==> src/design/ssd_pkg.sv <==
// Shared types, register codes and length limits for the sync signature deframer.
package ssd_pkg;

   // Sizing limits of the frame layout
   localparam int MAX_HEAD_BITS = 16;
   localparam int MAX_TAIL_BITS = 16;
   localparam int MAX_BODY_BITS = 32;
   localparam int SIG_BITS      = 16;
   localparam int WORD_BITS     = 32;
   localparam int WINDOW_BITS   = 64;

   // Effective caps on the programmed lengths
   localparam logic [4:0] HEAD_LEN_CAP =
      5'((MAX_HEAD_BITS < SIG_BITS) ? MAX_HEAD_BITS : SIG_BITS);
   localparam logic [4:0] TAIL_LEN_CAP =
      5'((MAX_TAIL_BITS < SIG_BITS) ? MAX_TAIL_BITS : SIG_BITS);
   localparam logic [5:0] BODY_LEN_CAP =
      6'((MAX_BODY_BITS < WORD_BITS) ? MAX_BODY_BITS : WORD_BITS);

   // Register reset values
   localparam logic [5:0] BODY_LEN_RESET = 6'd8;

   // Register indexes on the csr port
   typedef enum logic [2:0] {
      CSR_HEAD_PATTERN = 3'd0,
      CSR_HEAD_LENGTH  = 3'd1,
      CSR_TAIL_PATTERN = 3'd2,
      CSR_TAIL_LENGTH  = 3'd3,
      CSR_BODY_LENGTH  = 3'd4
   } csr_index_type;

   // Clamped frame layout handed from the front to the engine
   typedef struct packed {
      logic [15:0] head_pattern;
      logic [15:0] tail_pattern;
      logic [4:0]  head_len;
      logic [4:0]  tail_len;
      logic [5:0]  body_len;
      logic [6:0]  pkt_len;
   } frame_cfg_type;

   // Request queue to engine handoff
   typedef struct packed {
      logic valid;
      logic in_bit;
   } bit_req_type;

endpackage

==> src/design/ssd_front.sv <==
// Front end: csr registers with length clamping, and the request bit queue.
module ssd_front (
   input  logic                  clock,
   input  logic                  reset,
   // request side
   input  logic                  push,
   output logic                  full,
   input  logic                  req_in_bit,
   // csr side
   input  logic                  csr_valid,
   output logic                  csr_ready,
   input  logic [2:0]            csr_index,
   input  logic [15:0]           csr_wdata,
   // to engine
   output ssd_pkg::bit_req_type  deq,
   input  logic                  deq_take,
   output ssd_pkg::frame_cfg_type cfg
);

   logic [15:0] head_pattern_ff, head_pattern_in;
   logic [4:0]  head_len_ff, head_len_in;
   logic [15:0] tail_pattern_ff, tail_pattern_in;
   logic [4:0]  tail_len_ff, tail_len_in;
   logic [5:0]  body_len_ff, body_len_in;

   logic [1:0]  slot_ff, slot_in;
   logic [1:0]  count_ff, count_in;
   logic        rd_ptr_ff, rd_ptr_in;
   logic        wr_ptr_ff, wr_ptr_in;
   logic        enq;

   logic [4:0]  head_len;
   logic [4:0]  tail_len;
   logic [5:0]  body_len;

   assign csr_ready = 1'b1;

   // csr write decode
   always_comb begin
      head_pattern_in = head_pattern_ff;
      head_len_in     = head_len_ff;
      tail_pattern_in = tail_pattern_ff;
      tail_len_in     = tail_len_ff;
      body_len_in     = body_len_ff;
      if (csr_valid) begin
         unique case (csr_index)
            ssd_pkg::CSR_HEAD_PATTERN: head_pattern_in = csr_wdata;
            ssd_pkg::CSR_HEAD_LENGTH:  head_len_in     = csr_wdata[4:0];
            ssd_pkg::CSR_TAIL_PATTERN: tail_pattern_in = csr_wdata;
            ssd_pkg::CSR_TAIL_LENGTH:  tail_len_in     = csr_wdata[4:0];
            ssd_pkg::CSR_BODY_LENGTH:  body_len_in     = csr_wdata[5:0];
            default: ;
         endcase
      end
   end

   always_ff @(posedge clock) begin
      if (reset) begin
         head_pattern_ff <= '0;
         head_len_ff     <= '0;
         tail_pattern_ff <= '0;
         tail_len_ff     <= '0;
         body_len_ff     <= ssd_pkg::BODY_LEN_RESET;
      end else begin
         head_pattern_ff <= head_pattern_in;
         head_len_ff     <= head_len_in;
         tail_pattern_ff <= tail_pattern_in;
         tail_len_ff     <= tail_len_in;
         body_len_ff     <= body_len_in;
      end
   end

   // length clamping: zero body is one bit, all lengths capped
   always_comb begin
      head_len = (head_len_ff > ssd_pkg::HEAD_LEN_CAP) ? ssd_pkg::HEAD_LEN_CAP : head_len_ff;
      tail_len = (tail_len_ff > ssd_pkg::TAIL_LEN_CAP) ? ssd_pkg::TAIL_LEN_CAP : tail_len_ff;
      if (body_len_ff == 6'd0) begin
         body_len = 6'd1;
      end else if (body_len_ff > ssd_pkg::BODY_LEN_CAP) begin
         body_len = ssd_pkg::BODY_LEN_CAP;
      end else begin
         body_len = body_len_ff;
      end
      cfg.head_pattern = head_pattern_ff;
      cfg.tail_pattern = tail_pattern_ff;
      cfg.head_len     = head_len;
      cfg.tail_len     = tail_len;
      cfg.body_len     = body_len;
      cfg.pkt_len      = {2'b00, head_len} + {2'b00, tail_len} + {1'b0, body_len};
   end

   // two-entry request queue
   assign full       = (count_ff == 2'd2);
   assign enq        = push && !full;
   assign deq.valid  = (count_ff != 2'd0);
   assign deq.in_bit = slot_ff[rd_ptr_ff];

   always_comb begin
      slot_in   = slot_ff;
      wr_ptr_in = wr_ptr_ff;
      rd_ptr_in = rd_ptr_ff;
      count_in  = count_ff;
      if (enq) begin
         slot_in[wr_ptr_ff] = req_in_bit;
         wr_ptr_in          = !wr_ptr_ff;
      end
      if (deq_take && deq.valid) begin
         rd_ptr_in = !rd_ptr_ff;
      end
      if (enq && !(deq_take && deq.valid)) begin
         count_in = count_ff + 2'd1;
      end else if (!enq && deq_take && deq.valid) begin
         count_in = count_ff - 2'd1;
      end
   end

   always_ff @(posedge clock) begin
      slot_ff <= slot_in;
      if (reset) begin
         count_ff  <= '0;
         rd_ptr_ff <= 1'b0;
         wr_ptr_ff <= 1'b0;
      end else begin
         count_ff  <= count_in;
         rd_ptr_ff <= rd_ptr_in;
         wr_ptr_ff <= wr_ptr_in;
      end
   end

`ifndef SYNTHESIS
   // queue occupancy never passes its depth
   a_req_count: assert property (@(posedge clock) disable iff (reset)
      count_ff <= 2'd2)
      else $error("request queue overflow");
`endif

endmodule

==> src/design/ssd_engine.sv <==
// Back end: sliding bit window, head/tail signature compare and body extraction.
module ssd_engine (
   input  logic                   clock,
   input  logic                   reset,
   input  ssd_pkg::bit_req_type   deq,
   output logic                   deq_take,
   input  ssd_pkg::frame_cfg_type cfg,
   input  logic                   rsp_room,
   output logic                   rsp_push,
   output logic [31:0]            rsp_word
);

   logic [63:0] win_ff, win_in;
   logic [6:0]  fill_ff, fill_in;

   logic [63:0] win_new;
   logic [6:0]  fill_new;
   logic [15:0] head_mask;
   logic [15:0] tail_mask;
   logic [31:0] body_mask;
   logic [15:0] tail_seg;
   logic [31:0] body_seg;
   logic [6:0]  tail_pos;
   logic        enough;
   logic        head_ok;
   logic        tail_ok;
   logic        match;

   assign deq_take = deq.valid && rsp_room;

   // masks for the active bit counts
   always_comb begin
      for (int i = 0; i < 16; i++) begin
         head_mask[i] = (5'(i) < cfg.head_len);
         tail_mask[i] = (5'(i) < cfg.tail_len);
      end
      for (int i = 0; i < 32; i++) begin
         body_mask[i] = (6'(i) < cfg.body_len);
      end
   end

   // append the new bit, dropping the oldest when the window is full
   always_comb begin
      if (fill_ff[6]) begin
         win_new  = {deq.in_bit, win_ff[63:1]};
         fill_new = fill_ff;
      end else begin
         win_new  = win_ff | ({63'd0, deq.in_bit} << fill_ff[5:0]);
         fill_new = fill_ff + 7'd1;
      end
   end

   // signature compare on the oldest packet-length bits
   always_comb begin
      tail_pos = {2'b00, cfg.head_len} + {1'b0, cfg.body_len};
      tail_seg = 16'(win_new >> tail_pos);
      body_seg = 32'(win_new >> cfg.head_len) & body_mask;
      enough   = (fill_new >= cfg.pkt_len);
      head_ok  = ((win_new[15:0] ^ cfg.head_pattern) & head_mask) == 16'd0;
      tail_ok  = ((tail_seg ^ cfg.tail_pattern) & tail_mask) == 16'd0;
      match    = enough && head_ok && tail_ok;
   end

   // window update: remove the packet on a match, else slide by one once a packet's worth of bits is held
   always_comb begin
      win_in  = win_ff;
      fill_in = fill_ff;
      if (deq_take) begin
         if (match) begin
            win_in  = win_new >> cfg.pkt_len;
            fill_in = fill_new - cfg.pkt_len;
         end else if (enough) begin
            win_in  = win_new >> 1;
            fill_in = fill_new - 7'd1;
         end else begin
            win_in  = win_new;
            fill_in = fill_new;
         end
      end
   end

   assign rsp_push = deq_take && match;
   assign rsp_word = body_seg;

   always_ff @(posedge clock) begin
      if (reset) begin
         win_ff  <= '0;
         fill_ff <= '0;
      end else begin
         win_ff  <= win_in;
         fill_ff <= fill_in;
      end
   end

`ifndef SYNTHESIS
   // fill count stays within the window
   a_fill_range: assert property (@(posedge clock) disable iff (reset)
      fill_ff <= 7'd64)
      else $error("window fill out of range");

   // bits beyond the fill count are kept clear
   a_window_clean: assert property (@(posedge clock) disable iff (reset)
      (win_ff >> fill_ff) == 64'd0)
      else $error("stale bits above window fill");

   // a result is only produced when the result queue has room
   a_push_room: assert property (@(posedge clock) disable iff (reset)
      rsp_push |-> rsp_room)
      else $error("result pushed without room");
`endif

endmodule

==> src/design/ssd_rsp_queue.sv <==
// Two-entry result queue between the window engine and the result port.
module ssd_rsp_queue (
   input  logic        clock,
   input  logic        reset,
   input  logic        enq,
   input  logic [31:0] enq_word,
   output logic        room,
   output logic        empty,
   input  logic        pop,
   output logic [31:0] rsp_body_word
);

   logic [31:0] slot_ff [2];
   logic [1:0]  count_ff, count_in;
   logic        rd_ptr_ff, rd_ptr_in;
   logic        wr_ptr_ff, wr_ptr_in;
   logic        deq;

   assign room          = (count_ff != 2'd2);
   assign empty         = (count_ff == 2'd0);
   assign deq           = pop && !empty;
   assign rsp_body_word = slot_ff[rd_ptr_ff];

   // pointer and count update
   always_comb begin
      wr_ptr_in = enq ? !wr_ptr_ff : wr_ptr_ff;
      rd_ptr_in = deq ? !rd_ptr_ff : rd_ptr_ff;
      count_in  = count_ff;
      if (enq && !deq) begin
         count_in = count_ff + 2'd1;
      end else if (!enq && deq) begin
         count_in = count_ff - 2'd1;
      end
   end

   always_ff @(posedge clock) begin
      if (enq) begin
         slot_ff[wr_ptr_ff] <= enq_word;
      end
   end

   always_ff @(posedge clock) begin
      if (reset) begin
         count_ff  <= '0;
         rd_ptr_ff <= 1'b0;
         wr_ptr_ff <= 1'b0;
      end else begin
         count_ff  <= count_in;
         rd_ptr_ff <= rd_ptr_in;
         wr_ptr_ff <= wr_ptr_in;
      end
   end

`ifndef SYNTHESIS
   // occupancy bounded by the depth
   a_rsp_count: assert property (@(posedge clock) disable iff (reset)
      count_ff <= 2'd2)
      else $error("result queue overflow");
`endif

endmodule

==> src/design/sync_signature_deframer_core.sv <==
// Top level of the sync signature deframer: front, window engine and result queue.
//
//  channel   handshake              payload
//  request   push / full            req_in_bit      (1 bit)
//  response  empty / pop            rsp_body_word   (32 bits)
//  csr       csr_valid / csr_ready  csr_index (3), csr_wdata (16)
//
// One bit per cycle is accepted and processed while the result queue has room;
// the window compare is done in the same cycle the engine takes the bit, and a
// result is registered in the result queue before it is on the result ports.
// The loop through the 64-bit window register sets the rate. Reset clears the
// window, queues and registers (body length 8).
// A full result queue stalls the engine; the two-entry request queue then
// fills and raises full. csr_ready is always high.
module sync_signature_deframer_core (
   input  logic        clock,
   input  logic        reset,
   input  logic        push,
   output logic        full,
   input  logic        req_in_bit,
   output logic        empty,
   input  logic        pop,
   output logic [31:0] rsp_body_word,
   input  logic        csr_valid,
   output logic        csr_ready,
   input  logic [2:0]  csr_index,
   input  logic [15:0] csr_wdata
);

   ssd_pkg::bit_req_type   deq;
   ssd_pkg::frame_cfg_type cfg;
   logic                   deq_take;
   logic                   rsp_room;
   logic                   rsp_push;
   logic [31:0]            rsp_word;

   ssd_front u_front (
      .clock      (clock),
      .reset      (reset),
      .push       (push),
      .full       (full),
      .req_in_bit (req_in_bit),
      .csr_valid  (csr_valid),
      .csr_ready  (csr_ready),
      .csr_index  (csr_index),
      .csr_wdata  (csr_wdata),
      .deq        (deq),
      .deq_take   (deq_take),
      .cfg        (cfg)
   );

   ssd_engine u_engine (
      .clock    (clock),
      .reset    (reset),
      .deq      (deq),
      .deq_take (deq_take),
      .cfg      (cfg),
      .rsp_room (rsp_room),
      .rsp_push (rsp_push),
      .rsp_word (rsp_word)
   );

   ssd_rsp_queue u_rsp_queue (
      .clock         (clock),
      .reset         (reset),
      .enq           (rsp_push),
      .enq_word      (rsp_word),
      .room          (rsp_room),
      .empty         (empty),
      .pop           (pop),
      .rsp_body_word (rsp_body_word)
   );

endmodule
==> config.mk <==
export PLATFORM = sky130hd
export DESIGN_NAME = sync_signature_deframer_core
export DESIGN_NICKNAME = d
export VERILOG_FILES = /design/src/design/ssd_pkg.sv /design/src/design/ssd_front.sv /design/src/design/ssd_engine.sv /design/src/design/ssd_rsp_queue.sv /design/src/design/sync_signature_deframer_core.sv
export SDC_FILE = /design/constraint.sdc
export NUM_CORES = 1
export LEC_CHECK = 0
export ABC_AREA = 0
export CORE_MARGIN = 2
export CORE_UTILIZATION = 43
export DETAILED_ROUTE_END_ITERATION = 8
export DONT_BUFFER_PORTS = 1
export HOLD_SLACK_MARGIN = 0.12
export PLACE_DENSITY = 0.62
export SYNTH_ARGS = -nofsm -noshare
export SYNTH_HDL_FRONTEND = slang
export SYNTH_SLANG_ARGS = --single-unit
==> constraint.sdc <==
create_clock -name clock -period 25.8 [get_ports clock]
set_clock_uncertainty 0.15 [all_clocks]
set_input_delay 1.29 -clock clock [delete_from_list [all_inputs] [get_ports clock]]
set_output_delay 1.29 -clock clock [all_outputs]
set_load 0.05 [all_outputs]
### Word level (Yosys, flattened, before mapping)

Memories as Yosys holds them, arrays and structs flattened. A register that Yosys moved wholly into a read port is not among the register bits.
Index checks and enable logic that the tools add are counted.

* mux-type cells: 23
* reductions and logical operators: 36
* bitwise gates (word level): 6
* shifts and indexed selects: 4
* eq/ne operators: 6
* $lt $le $gt $ge: 71
* add/sub/neg operators: 10

Operators with widths (count)
* $mux 64: 3
* $lt 5x6->1 const A: 16
* $lt 4x5->1 const A: 16
* $or 64x64->64: 1
* $shl 1x6->64: 1
* $shr 64x5->32: 1
* $shr 64x7->16: 1
* $shr 64x7->64: 1
* $lt 4x6->1 const A: 8
* $lt 3x5->1 const A: 8
* $and 16x16->16: 2
* $and 32x32->32: 1
* $logic_not 16->1: 2
* $xor 16x16->16: 2
* $lt 3x6->1 const A: 4
* $mux 7: 3
* $lt 1x5->1 const A: 4
* $lt 2x5->1 const A: 4
* $logic_and 1x1->1: 13
* $lt 1x6->1 const A: 2
* $lt 2x6->1 const A: 2
* $mux 6: 2
* $gt 5x5->1 const B: 2
* $logic_not 1->1: 10
* 27 further kinds: 47

* output and inout port bits: 35
* input bits: 25
* memories kept: 1
* flip-flop bits (word level): 129
* RAM bits: 64
* logic and storage cells: 171

Memory list
* u_rsp_queue.slot_ff: depth 2, width 32, rd ports 1, clocked after Yosys merged registers in 1, wr ports 1, line ssd_rsp_queue.sv:13 `logic [31:0] slot_ff [2];`

### Depth between registers and ports, before layout

* depth after elaboration: 15
* gate-level depth with buffers: 38
* gate-level depth less buffers: 29

### By module

A second synthesis with hierarchy kept.

* cells, all modules: 3027
* area, all modules: 23542.6 µm²

Modules (own cells, without submodules)
* ssd_engine: sequential area each 1421.4 µm², cells each 2627, area an instance 18604.1 µm², times used 1
* ssd_rsp_queue: sequential area each 2021.9 µm², cells each 122, area an instance 2516.2 µm², times used 1
* ssd_front: sequential area each 1101.1 µm², cells each 278, area an instance 2422.3 µm², times used 1

### Least setup slack after synthesis

Ideal clock, no wire load.

* path kind: register to register
* start point: reg u_front.head_len_ff[4]
* end point: mem u_rsp_queue.slot_ff[1][0], enable pin
* clock period less this slack: 8.209 ns
* stages on the path, launching flop included: 30
* path slack: 17.591 ns
* path buffers: 10
* required time: 25.258 ns
* setup time: 0.392 ns
* arrival: 7.667 ns
* cell sequence: dfxtp_1 -> clkbuf_1 -> nand2b_1 -> clkbuf_1 -> inv_2 -> buf_1 -> ha_1 -> ha_1 -> fa_1 -> clkbuf_1 -> clkinv_1 -> buf_1 -> clkbuf_1 -> buf_1 -> ha_1 -> nor2b_1 -> o21ai_0 -> a31oi_1 -> a211o_1 -> maj3_1 -> a21o_1 -> buf_2 -> o21ai_1 -> or4b_1 -> nor4_1 -> o2111a_2 -> and3_1 -> buf_2 -> buf_2 -> and3_1

* longest elaborated chain between the ends: 11
* elaborated cells between the ends (all ways): 33
* those cells by class: add/sub (3); order compare (18); shift (1); mux (3); bitwise (3); reduce/logical (5)

Ends and longest elaborated chain
* start, declared: line ssd_front.sv:21 `logic [4:0] head_len_ff, head_len_in;`
* start signal, assigned: line ssd_front.sv:66 `head_len_ff <= head_len_in;`
* $gt 5x5->1: line ssd_front.sv:75 `head_len = (head_len_ff > ssd_pkg::HEAD_LEN_CAP) ? ssd_pkg::HEAD_LEN_CAP : head_len_ff;`
* $mux 5 *: line ssd_front.sv:75
* $add 5x6->7: line ssd_engine.sv:55 `tail_pos = {2'b00, cfg.head_len} + {1'b0, cfg.body_len};`
* $shr 64x7->16: line ssd_engine.sv:56 `tail_seg = 16'(win_new >> tail_pos);`
* $xor 16x16->16: line ssd_engine.sv:60 `tail_ok = ((tail_seg ^ cfg.tail_pattern) & tail_mask) == 16'd0;`
* $and 16x16->16: line ssd_engine.sv:60
* $logic_not 16->1: line ssd_engine.sv:60
* $logic_and 1x1->1 *: line ssd_engine.sv:61 `match = enough && head_ok && tail_ok;`
* $logic_and 1x1->1 *: line ssd_engine.sv:82 `assign rsp_push = deq_take && match;`
* $mux 1 *: line ssd_rsp_queue.sv:37 `if (enq) begin`
* $mux 1 (implied by the code) *: line ssd_rsp_queue.sv:38 `slot_ff[wr_ptr_ff] <= enq_word;`
* end, declared: line ssd_rsp_queue.sv:13

Mark *: on every way between the ends. The rest lies on a longest branch, timed or not.

### Worst setup path in the final report

* start point: reg u_front.head_len_ff[4]
* end point: mem u_rsp_queue.slot_ff[0][29], enable pin

The elaborated chain is that of the path after synthesis.

==> impl_metrics.yaml <==
yosys:
  synth_compound_area_share_pct: 27.0
  synthesis.instances: 3023
  synth_xor_area_share_pct: 2.55
  synth_area_leaders: "dfxtp_1 11%, mux2i_1 11%, edfxtp_1 8.5%"
  syn_area_per_cell_sq_um: 7.74
  synth_top_area_share_pct: 11.0
  ys.warnings.count: 0
  synthSimpleGateAreaFrac_pct: 20.9
  synth_cell_type_count: 121
  synth_top_family_by_area: "compound AO/OA/AOI/OAI gates"
  ys_seq_area_share_pct: 19.4
  ys_async_sr_fraction_pct: 0
  syn-num-nets: 3074
  muxShareOfSynthArea_pct: 22.0
  syn_area_sq_um: 23400
  synth-seq-cells: 194
  yosysTopAreaCell: "dfxtp_1"
  synthFlopType: "dfxtp_1"
  synth_edf_count: 66
  synth_adder_area_share_pct: 1.55
cts:
  cts_buffers: 17
  clockBufferDepth: 2
  htreeDepth: 4
  clk_pin_slew_ns: 0.08
  post_cts_buffers: 0
  cts_sinks: 194
  cts_tree: "built"
  cts_root_buffer: "clkbuf_16"
  clock_latency_ns: 0.51
  cts_resized: 0
  hold_buffers: 0
critical_path:
  crit_slowest_cell: "buf_4"
  r2r_cells: 31
  worstSetupPathType: "reg -> reg"
  startpoint_type: "register"
  slowest_delay_ns: 0.60
  worst_path_most_repeated_cell: "buf_4"
  cp.arrival_ns: 9.59
  path_max_fanout: 80
  crit_required_ns: 25.81
  end_kind: "register"
floorplanning:
  die_w_um: 237
  rows: 85
  chipHeight_um: 237
  die-area_sq_um: 56300
  floorplan.initialDensity_pct: 43.5
  io_pins: 60
  core_sq_um: 53800
pwr:
  peakVddDrop_uv: 98.7
  p_total_mw: 2.46
  leakage_nw: 8.61
  power-per-cell-area_nw_per_um2: 101
sta:
  final.min_clock_period_ns: 9.59
  setup-tns-final_ns: 0
  final.period_utilization_pct: 37.2
  rsz0062_at_grt: "false"
  fmax_mhz: 104
  holdWs_ns: 0.322
  maxSlewHeadroom_pct: 12.9
  slew_viol_final: 0
  hold_viol_final: 0
  worst_pin_slew_ns: 1.29
  setup_viol: 0
placed_design:
  placed_cell_area_sq_um: 23700
  numPortBuffers: 0
  gp_congestion: 1.01
  post-dp-hpwl_um: 75300
final_layout:
  final_area_sq_um: 24300
  final_common_cell: "nor2_1"
  fillerInstances: 5414
  drive_gt1_share_pct: 13.1
  nets: 2879
  mostFrequentLayoutCells: "359 x nor2_1, 333 x nand2_1, 256 x mux2i_1, 219 x o21ai_0, 201 x a21oi_1"
  area_growth_pct: 4.00
route:
  drt_iter0_markers: 4056
  ant_nets: 0
  drt-total-wl_um: 104000
  wl_per_cell_um: 29.5
  drtPass1Iterations: 6
  vias: 25200
  vias_per_cell: 7.11
  route.detailed.drc: 0
global_route:
  grt_pass1_wl_um: 154000
  grt_pass1_vias: 23300
  grt_max_degree: 95
  track_usage_pct: 36.3
  grt.overflow.total: 0
  grt_antenna_before_repair: 8
outcome:
  status: "finished clean"
hold_path:
  hold_depth: 2
  min_path_type: "reg -> reg"
job:
  max_cap_violations: 0
[logic make-up after synthesis]
kind of cell	Yosys count
AO/OA/AOI/OAI	939
XOR/XNOR	59
adder cells (fa/ha/maj)	28
buffers and inverters	346
flip-flops	194
multiplexers	411
other	1
AND/OR/NAND/NOR	1045
[flip-flops by register name (all words and copies together) (netlist names), named ones only]
register                 flops
u_front.head_len_ff          5
u_engine.win_ff             64
u_front.tail_len_ff          5
u_front.wr_ptr_ff            1
u_front.slot_ff              2
u_front.count_ff             2
u_rsp_queue.rd_ptr_ff        1
u_rsp_queue.count_ff         2
u_front.rd_ptr_ff            1
u_rsp_queue.slot_ff         64
u_engine.fill_ff             7
u_front.head_pattern_ff     16
u_front.tail_pattern_ff     16
u_front.body_len_ff          6
u_rsp_queue.wr_ptr_ff        1
[cell type report]
cell class,count,area (sq um),share of cell area [%]
multi-input cells,2483,17500,71.9
inverters,43,164,0.673
clock inverters,15,166,0.684
flip-flops and latches,194,4550,18.7
repair buffers,89,668,2.75
clock buffers,17,425,1.75
diodes,2,5.00,0.0206
well taps,696,871,3.58
[where the power goes]
part | total [mW] | internal [mW] | leakage [nW] | switching (mW)
sequential | 0.464 | 0.383 | 1.64 | 0.0812
clock | 0.280 | 0.131 | 0.286 | 0.149
combinational | 1.72 | 0.556 | 6.68 | 1.16
[stage by stage]
stage                     setup slack, ns  instances  utilization, %
after global routing                15.47       3538            45.2
after CTS                           16.34       3537            45.2
after detailed placement            16.39       3505            44.1
after global placement              16.55       3505            44.1
final                               16.21       3539            45.2
after floorplan                     17.59       3023               -
[critical path: cells and delay by family (launching register included)]
kind,cells,cell delay [ns]
flip-flops,1,0.32
XOR/XNOR,2,0.31
AO/OA/AOI/OAI,7,1.58
buffers and inverters,9,3.19
adder cells (fa/ha/maj),5,1.57
AND/OR/NAND/NOR,8,1.94
[per-layer routing]
| metal | global-route usage, % | up-vias | share of wire, % |
|---|---|---|---|
| met1 | 47.0 | 12000 | 39 |
| met4 | 19.2 | 10 | 6.0 |
| li1 | - | 11000 | - |
| met2 | 56.1 | 1753 | 44 |
| met5 | 0 | - | 0.091 |
| met3 | 8.37 | 374 | 11 |
[worst paths after layout]
| check | startpoint | end | slack (ns) |
|---|---|---|---|
| hold / removal | u_front.tail_pattern_ff[15]$_SDFFE_PP0P_ | u_front.tail_pattern_ff[15]$_SDFFE_PP0P_ | 0.32 |
| hold reg to reg | u_front.tail_pattern_ff[15]$_SDFFE_PP0P_ | u_front.tail_pattern_ff[15]$_SDFFE_PP0P_ | 0.32 |
| setup reg to reg | u_front.head_len_ff[4]$_SDFFE_PP0P_ | u_rsp_queue.slot_ff[0][29]$_DFFE_PP_ | 16.21 |
| setup / recovery | u_front.head_len_ff[4]$_SDFFE_PP0P_ | u_rsp_queue.slot_ff[0][29]$_DFFE_PP_ | 16.21 |
[cells in the mapped netlist, types with 28 or more instances]
cell type	number
a211oi_1	61
a21oi_1	204
a31oi_1	47
buf_1	45
buf_2	55
clkbuf_1	173
dfxtp_1	128
edfxtp_1	66
inv_1	37
mux2_2	77
mux2i_1	256
mux4_2	75
nand2_1	333
nand2b_1	34
nand3_1	58
nor2_1	361
nor2b_1	28
nor3_1	52
o211ai_1	53
o21a_1	28
o21ai_0	223
or3_1	32
xnor2_1	33
(Power assumes the default switching activity.)
